`src/rtl/fca_pkg.sv`:
```
`timescale 1ns / 1ps

package fca_pkg;

   // Default geometry
   localparam int ARENA_BYTES_DEF  = 4096;
   localparam int HEADER_BYTES_DEF = 32;
   localparam int MAX_BLOCKS_DEF   = 128;

   // Fixed field widths
   localparam int SIZE_IN_W   = 12;
   localparam int VAL_W       = 12;
   localparam int NEED_W      = 13;
   localparam int PAD_W       = 3;
   localparam int DOFF_W      = 12;
   localparam int BID_W       = 8;
   localparam int CNT_W       = 32;
   localparam int STRAT_W     = 2;
   localparam int REQ_DATA_W  = 24;
   localparam int RSP_DATA_W  = 88;

   // Fit strategy codes (anything else is first fit)
   localparam logic [STRAT_W-1:0] FIT_BEST  = 2'd1;
   localparam logic [STRAT_W-1:0] FIT_WORST = 2'd2;

   typedef enum logic [1:0] {
      REQ_ALLOC       = 2'd0,
      REQ_FREE_OFF    = 2'd1,
      REQ_FREE_ID     = 2'd2,
      REQ_FREE_ID_OFF = 2'd3
   } fca_kind_type;

   typedef enum logic [2:0] {
      ST_OK           = 3'd0,
      ST_NO_FIT       = 3'd1,
      ST_BAD_ADDR     = 3'd2,
      ST_ALREADY_FREE = 3'd3,
      ST_NO_ID        = 3'd4
   } fca_status_type;

   // Block table write enables: main record and back link
   typedef struct packed {
      logic main;
      logic prev;
   } fca_wmask_type;

endpackage

```
`src/rtl/fca_scan.sv`:
```
`timescale 1ns / 1ps

module fca_scan #(
   parameter int MAX_BLOCKS = fca_pkg::MAX_BLOCKS_DEF,
   localparam int IDX_W = $clog2(MAX_BLOCKS),
   localparam int OWN_W = $clog2(MAX_BLOCKS + 2)
) (
   input  logic             clock,
   input  logic             reset,
   input  logic             clear,
   input  logic             mark_en,
   input  logic [IDX_W-1:0] mark_idx,
   input  logic             take_en,
   input  logic [OWN_W-1:0] take_id,
   input  logic             start,
   output logic             done,
   output logic             spare_found,
   output logic [IDX_W-1:0] spare_idx,
   output logic [OWN_W-1:0] free_id
);

   logic [MAX_BLOCKS-1:0] used_ff;    // entry is on the chain
   logic [MAX_BLOCKS-1:0] taken_ff;   // bit i: id i+1 held
   logic [IDX_W-1:0]      cnt_ff;
   logic                  busy_ff;
   logic                  done_ff;
   logic                  spf_ff;
   logic                  idf_ff;
   logic [IDX_W-1:0]      spare_ff;
   logic [OWN_W-1:0]      id_ff;
   logic                  take_ok;

   assign take_ok = take_en && (take_id != '0) &&
                    ({1'b0, take_id} <= (OWN_W + 1)'(MAX_BLOCKS));

   always_ff @(posedge clock) begin
      if (reset) begin
         used_ff  <= '0;
         taken_ff <= '0;
         busy_ff  <= 1'b0;
         done_ff  <= 1'b0;
         spf_ff   <= 1'b0;
         idf_ff   <= 1'b0;
      end else begin
         if (clear) begin
            used_ff  <= '0;
            taken_ff <= '0;
         end else begin
            if (mark_en) begin
               used_ff[mark_idx] <= 1'b1;
            end
            if (take_ok) begin
               taken_ff[IDX_W'(take_id - OWN_W'(1))] <= 1'b1;
            end
         end
         if (start) begin
            busy_ff  <= 1'b1;
            done_ff  <= 1'b0;
            cnt_ff   <= '0;
            spf_ff   <= 1'b0;
            idf_ff   <= 1'b0;
            id_ff    <= OWN_W'(MAX_BLOCKS + 1);
         end else if (busy_ff) begin
            if (!spf_ff && !used_ff[cnt_ff]) begin
               spf_ff   <= 1'b1;
               spare_ff <= cnt_ff;
            end
            if (!idf_ff && !taken_ff[cnt_ff]) begin
               idf_ff <= 1'b1;
               id_ff  <= OWN_W'(cnt_ff) + OWN_W'(1);
            end
            if (cnt_ff == IDX_W'(MAX_BLOCKS - 1)) begin
               busy_ff <= 1'b0;
               done_ff <= 1'b1;
            end else begin
               cnt_ff <= cnt_ff + IDX_W'(1);
            end
         end else begin
            done_ff <= 1'b0;
         end
      end
   end

   assign done        = done_ff;
   assign spare_found = spf_ff;
   assign spare_idx   = spare_ff;
   assign free_id     = id_ff;

endmodule
```
`config.mk`:
```
export PLATFORM = sky130hd
export DESIGN_NAME = fca_scan
export DESIGN_NICKNAME = d
export VERILOG_FILES = /design/src/rtl/fca_pkg.sv /design/src/rtl/fca_scan.sv
export SDC_FILE = /design/constraint.sdc
export NUM_CORES = 1
export LEC_CHECK = 0
export ABC_AREA = 1
export BUFFER_PORTS_ARGS = -buffer_cell sky130_fd_sc_hd__buf_2
export CAP_MARGIN = 20
export CORE_UTILIZATION = 30
export CTS_CLUSTER_SIZE = 24
export DETAILED_ROUTE_END_ITERATION = 12
export GPL_TIMING_DRIVEN = 0
export PLACE_DENSITY = 0.44
export SYNTH_ARGS = -nofsm -noshare
export SYNTH_HDL_FRONTEND = slang
export SYNTH_SLANG_ARGS = --single-unit
```
`constraint.sdc`:
```
create_clock -name clock -period 2.3 [get_ports clock]
set_input_delay 0.23 -clock clock [delete_from_list [all_inputs] [get_ports clock]]
set_output_delay 0.23 -clock clock [all_outputs]
set_load 0.05 [all_outputs]
```
# Yosys cells after proc, flatten, opt, wreduce, memory -nomap -nowiden
# Index checks and enable logic that the tools add are counted.
# classes
addsub,3
bitwise_logic,5
n_mux,15
reduce_logical,21
n_eq_ne,2
order_cmp,6
# ops
op,count
OR 128 bit,2
"less-than comparator 7 x 8 -> 1 bit, second input constant",3
two-way mux 8 bit,2
binary-select mux 1 bit (select 7 bit),2
demux 1 bit (select 7 bit),2
">= comparator 7 x 1 -> 1 bit, second input constant",2
two-way mux 7 bit,2
"adder 7 x 1 -> 8 bit, second input constant",1
"<= comparator 8 bit, second input constant",1
nonzero test 8 bit,1
"adder 7 x 1 -> 7 bit, second input constant",1
"equality test 7 bit, second input constant",1
two-way mux 1 bit,7
"subtractor 7 x 1 -> 7 bit, second input constant",1
logical AND 1 bit,6
AND reduction 3 bit,2
zero test 1 bit,4
AND reduction 2 bit,2
AND reduction 4 bit,1
nonzero test 2 bit,2
OR reduction 2 bit,2
inverter 1 bit,3
OR reduction 3 bit,1
"!= test 2 bit, second input constant",1
# word_totals
elab_cells,61
output_inout_bits,17
input_bits,21
regBits,282

# Logic depth before layout (Yosys ltp)
# Gate-level depths: netlist of run 1.
# depth
word_depth,6
ltp_mapped,15
ltp_nobuf,12

# Worst setup path before layout of run 1
# No wires, ideal clock.
# synth_timing
path_kind,register -> register
start,register cnt_ff[0]
end,register id_ff[0] (netlist: free_id[0]) (enable)
stages_incl_launch_ff,15
t_arrival_ps,1929
t_required_ps,1925
setup_time_ps,375
setup_slack_ps,-5
n_path_buf,3
synth_period_minus_slack_ps,2305
cell_sequence,edfxtp_1 -> buf_6 -> buf_6 -> buf_2 -> a21oi_1 -> o21ai_0 -> nand3_1 -> nand2_1 -> nand2_1 -> nand3_1 -> nand3_1 -> nand3_1 -> nand2_1 -> nand2_1 -> a21oi_1
# synth_via
elab_chain_len,6
# synth_rtl
item,line,source
"start, declared",fca_scan.sv:24,logic [IDX_W-1:0] cnt_ff;
"start signal, assigned",fca_scan.sv:76,cnt_ff <= cnt_ff + IDX_W'(1);
binary-select mux 1 bit (select 7 bit),fca_scan.sv:68,if (!idf_ff && !taken_ff[cnt_ff]) begin
two-way mux 1 bit (not written as such),fca_scan.sv:68,
zero test 1 bit,fca_scan.sv:68,
logical AND 1 bit,fca_scan.sv:68,
nonzero test 2 bit (no source line),-,
AND reduction 3 bit (no source line),-,
"end signal, assigned",fca_scan.sv:62,id_ff <= OWN_W'(MAX_BLOCKS + 1);
"end signal, assigned",fca_scan.sv:70,id_ff <= OWN_W'(cnt_ff) + OWN_W'(1);
"end, declared",fca_scan.sv:30,logic [OWN_W-1:0] id_ff;
# No other way between the ends. The select of a mux whose other input is x is not followed.
# A chain may end at the register's enable or synchronous reset.

# Final worst setup path of run 1
# layout_timing
start,register cnt_ff[0]
end,register spare_ff[4] (netlist: spare_idx[4]) (enable)
# layout_via
elab_chain_len,5
# layout_rtl
item,line,source
binary-select mux 1 bit (select 7 bit),fca_scan.sv:64,if (!spf_ff && !used_ff[cnt_ff]) begin
two-way mux 1 bit (not written as such),fca_scan.sv:64,
zero test 1 bit,fca_scan.sv:64,
logical AND 1 bit,fca_scan.sv:64,
AND reduction 4 bit (no source line),-,
"end signal, assigned",fca_scan.sv:66,spare_ff <= cnt_ff;
"end, declared",fca_scan.sv:29,logic [IDX_W-1:0] spare_ff;
# No other way between the ends. The select of a mux whose other input is x is not followed.

==> qor.csv, run 1 <==
metric,value,unit
die_w,200,µm
port_buffers,37,
fmax,0.416,GHz
setup-tns-final,-1.47,ns
ys_top_cells_by_area,"dfxtp_1 44%, a21oi_1 14%, nand2_1 9.4%",
crit_path_cell_trace,"buf_6, buf_12, buf_8, a21oi_1, o21ai_0, nand3_1, nand2_1, nand2_1, nand3_1, nand3_1, nand3_1, nand2_2, nand2_2, nor2_4",
io_pins,38,
worst_pin_slew,1.12,ns
cp_slowest_stage_delay,0.40,ns
pre_cts_ws,-1.06,ns
core-area,38700,µm²
clockRootBuffer,clkbuf_16,
vias_per_cell,5.15,
critPathKind,flip-flop to flip-flop,
path_clk_slew,0.06,ns
finalCritPeriodShare,1.05,
drive_gt1_frac,0.138,
die_h,200,µm
path_buf_inv,3,
grt_usage,0.234,
powerDensity,800,nW/µm²
slew_headroom,0.251,
fin_total_pwr,11.4,mW
postPlaceCellArea,12600,µm²
yosysWarningCount,0,
drt_iter0_drc,1134,
yosysUniqueCellTypes,29,
worst_setup_path_end_kind,flip-flop,
dp_hpwl,30.2,mm
fin_worst_skew,0.0155,ns
clock_latency,0.53,ns
fin_hold_ws,0.0581,ns
finalSetupViolations,15,
post-place-cells,2159,
clockBufferDepth,3,
vias,11500,
globalplace.congestion,0.817,
worstHoldStart,start,
clock_sinks,282,
rsz0062_at_grt,true,
yosysSeqAreaShare,0.497,
drt-pass1-iter-count,5,
dieArea,40100,µm²
cpMaxStageDelayCell,edfxtp_1,
finalHoldViolations,0,
worst_hold_path_type,input port to flip-flop,
synthesis.nets,1627,
fin_cells,2225,
netlist_area,11800,µm²
whs_endpoint,cnt_ff[0]$_SDFFCE_PP0P_,
status,"complete, but fails checks",
grt-ovfl-total,0,
path_delay_family,simple AND/OR/NAND/NOR gates,
ys_ff_latch,282,
worst_ep_arrival_time,2.60,ns
area_growth,21.2,%
drc,0,
cts_tree,built,
htree_num_levels,2,
final_max_slew_viol_count,0,
final_util,0.369,
start_util,0.304,
final_area,14300,µm²
leakage,5.09,nW
synth_cells,1603,
layout_min_cycle_time,2.40,ns
r2r_cells,14,
numCtsBuffers,35,
nets,1708,
netlist.area_leader.share,0.441,
critPathLaunchType,flip-flop,
antenna_found_initial,0,
reg2reg_from,cnt_ff[0]$_SDFFCE_PP0P_,
detail_route.wl_per_cell,21.5,µm
std_cell_rows,72,
crit_fanout,10,
max-vdd-ir-drop,0.462,mV
wirelength,47.8,mm
syn_avg_cell_area,7.36,µm²
r2r_slack,-0.10,ns
timing.rr.end,spare_idx[4]$_DFFE_PP_,
fin_ws,-0.104,ns
yosysTopAreaCell,dfxtp_1,
ant_nets,0,
violations,negative setup slack,
grt_max_degree,13,
grt_pass1_wl,70.4,mm
antenna_cells,0,
worst_path_most_repeated_cell,nand3_1,
required,2.50,ns
grt_pass1_vias,10700,
worst_hold_path.num_cells,2,
maxCapViolations,0,
## repair_timing
item	CTS	global route
resized for setup	136	51
setup endpoints to repair	29	25
hold endpoints to repair	1	0
buffers inserted	4	0
pin swaps	4	12
hold buffers	1	0
## cell usage after synthesis, drive strengths merged
cell,instances
dfxtp,260
xnor2,1
nor2,255
nand4,1
nor3,6
o21a,2
xor2,5
inv,95
o21ai,66
buf,53
o31ai,1
a21oi,327
or2,2
clkinv,2
edfxtp,22
clkbuf,46
nand3,159
ha,3
nand2,297
## cell usage in the layout, fill, tap and decap left out, drive strengths merged
master	synthesis	final
dlygate4sd3	0	1
nor3	6	6
clkinvlp	0	2
nand4	1	1
a21oi	327	327
clkinv	2	13
o21ai	66	66
o31ai	1	1
or2	2	2
xnor2	1	1
clkbuf	46	91
ha	3	3
edfxtp	22	22
inv	95	95
buf	53	98
xor2	5	5
nand3	159	159
nor2	255	255
dfxtp	260	260
nand2	297	297
o21a	2	2
## worst max-delay path by stage
| stage | start | endpoint | slack [ns] | depth (start not counted) |
|---|---|---|---|---|
| after floorplan | cnt_ff[0]$_SDFFCE_PP0P_ | spare_idx[0]$_DFFE_PP_ | 0.09 | 14 |
| after global placement | cnt_ff[0]$_SDFFCE_PP0P_ | spare_idx[2]$_DFFE_PP_ | -1.08 | 13 |
| after detailed placement | cnt_ff[0]$_SDFFCE_PP0P_ | spare_idx[4]$_DFFE_PP_ | -1.06 | 13 |
| after CTS | cnt_ff[0]$_SDFFCE_PP0P_ | spare_idx[4]$_DFFE_PP_ | -0.13 | 13 |
| after global routing | cnt_ff[1]$_SDFFCE_PP0P_ | free_id[2]$_SDFFCE_PP0P_ | -0.23 | 13 |
| final | cnt_ff[0]$_SDFFCE_PP0P_ | spare_idx[4]$_DFFE_PP_ | -0.10 | 14 |
## worst reg2reg max path, cell delays in order (launching register included)
cell and delay (ns):
edfxtp_1 0.40, buf_6 0.16, buf_12 0.15, buf_8 0.17, a21oi_1 0.14, o21ai_0 0.09
nand3_1 0.09, nand2_1 0.11, nand2_1 0.09, nand3_1 0.09, nand3_1 0.14, nand3_1 0.09
nand2_2 0.08, nand2_2 0.07, nor2_4 0.21
## registers in the layout (all words and copies together) (netlist names)
| name | cells |
|---|---|
| taken_ff | 128 |
| used_ff | 128 |
| free_id | 8 |
| cnt_ff | 7 |
| spare_idx | 7 |
| busy_ff | 1 |
| done | 1 |
| idf_ff | 1 |
| spare_found | 1 |
## layout make-up
type	count	area, µm²
plain buffers	99	847
clock buffers	47	991
clock inverters	13	67.6
fillers	4185	24400
inverters	97	372
multi-input cells	1125	5270
flip-flops and latches	282	5870
well taps	518	648
repair buffers	44	238
## cells by family after synthesis
group           after synthesis  share of synthesized area
simple gates                720                      0.255
compound gates              396                      0.169
flops                       282                      0.497
buf+inv                     196                     0.0707
xor+xnor                      6                    0.00509
fa+ha+maj                     3                    0.00318
## layer usage
layer  track usage  vias to the layer above  routed length (µm)
li1              -                     5440                   -
met1         0.320                     5513               21500
met2         0.384                      432               21900
met3        0.0356                       83                3210
met4        0.0646                        0                1160
met5             0                        -                   0
## power by group
| group | switching (mW) | internal [mW] | total [mW] | leakage [nW] |
|---|---|---|---|---|
| Clock | 2.19 | 3.01 | 5.20 | 0.528 |
| Sequential | 0.0175 | 4.98 | 5.00 | 2.30 |
| Combinational | 0.907 | 0.331 | 1.24 | 2.26 |
| Total | 3.11 | 8.32 | 11.4 | 5.09 |
Power figures use the tool's default switching activity.
==> run 2, diff against run 1 <==
--- a/config.mk
+++ b/config.mk
@@ -12,7 +12,7 @@
 export CTS_CLUSTER_SIZE = 24
 export DETAILED_ROUTE_END_ITERATION = 12
 export GPL_TIMING_DRIVEN = 0
-export PLACE_DENSITY = 0.44
+export PLACE_DENSITY = 0.42
 export SYNTH_ARGS = -nofsm -noshare
 export SYNTH_HDL_FRONTEND = slang
 export SYNTH_SLANG_ARGS = --single-unit
==> constraint.sdc (replaced) <==
create_clock -name clock -period 2.6 [get_ports clock]
set_input_delay 0.26 -clock clock [delete_from_list [all_inputs] [get_ports clock]]
set_output_delay 0.26 -clock clock [all_outputs]
set_load 0.05 [all_outputs]
==> run 2 against run 1 <==
Net effect: the flow now finishes without violations; critical endpoint is now free_id[3]$_SDFFCE_PP0P_; non-clock buffer count is 1 higher; design area is 0.57% lower; worst setup slack better by 0.20 ns; worst hold slack better by 0.037 ns; highest routed layer unchanged; critical path depth is 1 higher; flip-flop and latch count stayed put.
==> qor.csv, run 2 (synthesis gave the netlist of run 1 again) <==
metric,value,unit
post-place-cells,2161,
worst_ep_arrival_time,2.73,ns
setup.worst_path.start,cnt_ff[0]$_SDFFCE_PP0P_,
drc,0,
drt-pass1-iter-count,5,
drt_iter0_drc,835,
worst_setup_path_end_kind,flip-flop,
worstHoldStart,start,
htree_num_levels,2,
worst_pin_slew,1.16,ns
std_cell_rows,72,
maxCapViolations,0,
path_clk_slew,0.05,ns
powerDensity,726,nW/µm²
max-vdd-ir-drop,0.469,mV
final_max_slew_viol_count,0,
start_util,0.304,
die_h,200,µm
wirelength,47.5,mm
leakage,5.08,nW
grt_pass1_wl,70.9,mm
dp_hpwl,30.8,mm
grt_usage,0.236,
antenna_found_initial,0,
critPathLaunchType,flip-flop,
fin_ws,0.0997,ns
finalCritPeriodShare,0.962,
reg2reg_from,cnt_ff[0]$_SDFFCE_PP0P_,
die_w,200,µm
globalplace.congestion,0.831,
worst_hold_path_type,input port to flip-flop,
rsz0062_at_grt,false,
antenna_cells,0,
detail_route.wl_per_cell,21.4,µm
status,finished clean,
finalHoldViolations,0,
numCtsBuffers,34,
area_growth,20.5,%
fin_worst_skew,0.0193,ns
final_area,14200,µm²
vias_per_cell,5.04,
grt_max_degree,13,
finalSetupViolations,0,
clockBufferDepth,3,
postPlaceCellArea,12600,µm²
fin_total_pwr,10.3,mW
final_util,0.367,
ant_nets,0,
cts_tree,built,
layout_min_cycle_time,2.50,ns
most-common-layout-cells,"323 x a21oi_1, 286 x nand2_1, 260 x dfxtp_1",
drive_gt1_frac,0.125,
crit_fanout,10,
final_common_cell,a21oi_1,
slew_headroom,0.218,
clock_latency,0.53,ns
clock_sinks,282,
r2r_cells,15,
vias,11200,
worst_hold_path.num_cells,2,
pre_cts_ws,-0.777,ns
core-area,38700,µm²
clockRootBuffer,clkbuf_16,
critPathKind,flip-flop to flip-flop,
io_pins,38,
fillCellCount,4208,
dieArea,40100,µm²
required,2.83,ns
port_buffers,37,
nets,1708,
grt-ovfl-total,0,
fin_cells,2226,
fmax,0.400,GHz
grt_pass1_vias,10700,
run 2: report_power, final:
| group | internal (mW) | switching [mW] | total [mW] |
|---|---|---|---|
| Combinational | 0.274 | 0.779 | 1.05 |
| Clock | 2.92 | 1.92 | 4.85 |
| Sequential | 4.40 | 0.0160 | 4.42 |
run 2: what timing repair did:
| item | 4_1_cts | 5_1_grt |
|---|---|---|
| hold endpoints to repair | 1 | 0 |
| buffers inserted | 2 | 2 |
| endpoints found under the setup margin | 17 | 15 |
| pin swaps | 2 | 10 |
| gates resized for setup | 55 | 85 |
| hold buffers | 1 | 0 |
run 2: routing by layer:
layer	global-route usage	part of all wire
met1	0.311	0.45
met2	0.403	0.48
met3	0.0295	0.051
met4	0.0665	0.023
met5	0	0
run 2: metrics by stage:
step	TNS [ns]	hold WS, ns
after floorplan	0	0.329
after global placement	-11.29	0.436
after detailed placement	-11.17	0.442
after CTS	0	0.0850
after global routing	0	0.103
final	0	0.0947
run 2: critical path: stages (launching register included):
cell and delay, ns:
edfxtp_1 0.41, buf_6 0.16, buf_8 0.16, buf_8 0.18, nand2_1 0.08, nand3_1 0.08
nand3_1 0.10, nand2_1 0.11, nand2_1 0.07, nand3_1 0.09, nand3_2 0.14, nand3_2 0.13
nand2_2 0.10, nand2_2 0.07, a21oi_4 0.17, buf_12 0.14
run 2: cell type report:
class,instances,area (µm²),area share
buffer,99,754,0.0531
timing repair buffer,45,258,0.0181
clock buffer,49,1020,0.0718
clock inverter,11,104,0.00731
inverter,97,372,0.0261
tap,518,648,0.0456
sequential,282,5870,0.413
multi-input combinational,1125,5190,0.365
run 2: worst paths after layout:
kind | slack, ns | end
setup / recovery | 0.1 | free_id[3]$_SDFFCE_PP0P_
hold / removal | 0.09 | cnt_ff[0]$_SDFFCE_PP0P_
setup reg to reg | 0.1 | free_id[3]$_SDFFCE_PP0P_
hold reg to reg | 0.45 | used_ff[94]$_SDFFE_PP0P_
==> run 3, diff against run 2 <==
--- a/config.mk
+++ b/config.mk
@@ -12,7 +12,8 @@
 export CTS_CLUSTER_SIZE = 24
 export DETAILED_ROUTE_END_ITERATION = 12
 export GPL_TIMING_DRIVEN = 0
-export PLACE_DENSITY = 0.42
+export PLACE_DENSITY = 0.51
+export RECOVER_POWER = 25
 export SYNTH_ARGS = -nofsm -noshare
 export SYNTH_HDL_FRONTEND = slang
 export SYNTH_SLANG_ARGS = --single-unit
==> constraint.sdc (replaced) <==
create_clock -name clock -period 2.6 [get_ports clock]
set_input_delay 0.13 -clock clock [delete_from_list [all_inputs] [get_ports clock]]
set_output_delay 0.13 -clock clock [all_outputs]
set_load 0.05 [all_outputs]
==> run 3 against run 2 <==
Net effect: non-clock buffer count decreased by 3; cell count decreased by 0.45%; clock power shrank 5.2%; clock skew up 0.0089 ns; design area shrank 2.0%; wire length decreased by 6.0%; utilization shrank 0.74 points; worst setup slack better by 0.038 ns; combinational power down 5%; power is 3.0% lower; sequential power about the same; via count rose by 0.98%; critical path type unchanged.
==> qor.csv, run 3 (synthesis gave the netlist of run 1 again) <==
metric,value,unit
finalSetupViolations,0,
io_pins,38,
worst_setup_path_end_kind,flip-flop,
clock_latency,0.58,ns
slew_headroom,0.296,
fin_ws,0.138,ns
cpMaxStageDelayCell,edfxtp_1,
nets,1702,
htree_num_levels,1,
fin_hold_ws,0.0516,ns
numCtsBuffers,31,
grt-ovfl-total,0,
wirelength,44.7,mm
max-vdd-ir-drop,0.458,mV
met1_usage,0.292,
worst_hold_path.num_cells,6,
leakage,4.92,nW
power.switching,2.62,mW
ant_nets,0,
p_int,7.38,mW
final_max_slew_viol_count,0,
finalCritPeriodShare,0.947,
pre_cts_ws,-0.689,ns
antenna_cells,0,
path_buf_inv,3,
start_util,0.304,
post-place-cells,2159,
busiest_layer,met2,
dieArea,40100,µm²
final_area,13900,µm²
fmax,0.406,GHz
powerDensity,719,nW/µm²
setup-tns-final,0,ns
required,2.85,ns
grt_util_met3,0.0325,
die_w,200,µm
fillCellCount,4249,
vias,11300,
worst_hold_path_type,input port to flip-flop,
critPathKind,flip-flop to flip-flop,
grt_max_degree,15,
maxCapViolations,0,
switching_share,0.262,
cts_tree,built,
p_comb_frac,0.099,
grt_pass1_vias,10600,
clockRootBuffer,clkbuf_16,
rsz0062_at_grt,false,
crit_path_cell_trace,"buf_6, buf_4, clkbuf_4, o21ai_0, nand3_1, nand2_1, nand2_1, nand3_1, nand3_2, nand3_1, nand2_1, nand2_2, nor2_4",
dp_hpwl,28.7,mm
cp_slowest_stage_delay,0.37,ns
postPlaceCellArea,12600,µm²
final_common_cell,a21oi_1,
critPathLaunchType,flip-flop,
die_h,200,µm
clock_sinks,282,
fin_total_pwr,10.0,mW
clockBufferDepth,3,
layout_min_cycle_time,2.46,ns
r2r_cells,13,
area_growth,18.1,%
clkPwrFrac,0.459,
grt_pass1_wl,67.0,mm
grt.met2_usage,0.365,
core-area,38700,µm²
status,finished clean,
worst_pin_slew,1.05,ns
crit_fanout,10,
globalplace.congestion,0.844,
cp.depth,13,
grt_usage,0.220,
antenna_found_initial,0,
worst_ep_arrival_time,2.71,ns
std_cell_rows,72,
path_clk_slew,0.06,ns
drt_iter0_drc,997,
vias_per_cell,5.12,
drive_gt1_frac,0.105,
path_delay_family,simple AND/OR/NAND/NOR gates,
final_util,0.359,
detail_route.wl_per_cell,20.2,µm
power_frac_seq,0.442,
most-common-layout-cells,"323 x a21oi_1, 293 x nand2_1, 260 x dfxtp_1",
drc,0,
drt-pass1-iter-count,5,
port_buffers,37,
fin_cells,2216,
fin_worst_skew,0.0282,ns
finalHoldViolations,0,
run 3: worst paths after layout:
kind	start	endpoint	slack [ns]
max	cnt_ff[0]$_SDFFCE_PP0P_	spare_idx[1]$_DFFE_PP_	0.14
min	mark_idx[2]	used_ff[81]$_SDFFE_PP0P_	0.05
max reg2reg	cnt_ff[0]$_SDFFCE_PP0P_	spare_idx[1]$_DFFE_PP_	0.14
min reg2reg	idf_ff$_SDFFE_PP0P_	idf_ff$_SDFFE_PP0P_	0.45
run 3: timing repair:
| item | in CTS | in global routing |
|---|---|---|
| pin swaps | 2 | 2 |
| hold buffers | 2 | 0 |
| buffers inserted | 2 | 0 |
| gates resized for setup | 37 | 65 |
| cloned | 0 | 0 |
| setup endpoints to repair | 15 | 15 |
| hold endpoints to repair | 10 | 0 |
run 3: cell type report:
| class | instances | area (µm²) | area share |
|---|---|---|---|
| plain buffers | 99 | 633 | 0.0455 |
| clock inverters | 12 | 174 | 0.0125 |
| clock buffers | 41 | 873 | 0.0627 |
| flip-flops and latches | 282 | 5870 | 0.421 |
| well taps | 518 | 648 | 0.0465 |
| repair buffers | 42 | 215 | 0.0155 |
| multi-input cells | 1125 | 5150 | 0.370 |
| inverters | 97 | 370 | 0.0266 |
run 3: power groups by stage:
| stage | Sequential [mW] | Clock [mW] | Combinational, mW |
|---|---|---|---|
| finish | 4.42 | 4.60 | 0.993 |
| global route | 4.42 | 4.80 | 1.06 |
| CTS | 4.42 | 4.63 | 0.951 |
| detailed placement | 4.51 | 0 | 0.922 |
| global placement | 4.51 | 0 | 0.922 |
| floorplan | 4.55 | 0 | 0.504 |
run 3: per-layer routing:
layer	wire length, µm	part of all wire
met3	3450	0.077
met2	20600	0.46
met4	1410	0.032
met5	0	0
met1	19300	0.43
run 3: worst reg2reg max path: stages, from the launching register on:
cell and delay, ns:
edfxtp_1 0.37, buf_6 0.13, buf_4 0.21, clkbuf_4 0.32, o21ai_0 0.12, nand3_1 0.08
nand2_1 0.12, nand2_1 0.08, nand3_1 0.11, nand3_2 0.13, nand3_1 0.09, nand2_1 0.11
nand2_2 0.08, nor2_4 0.21
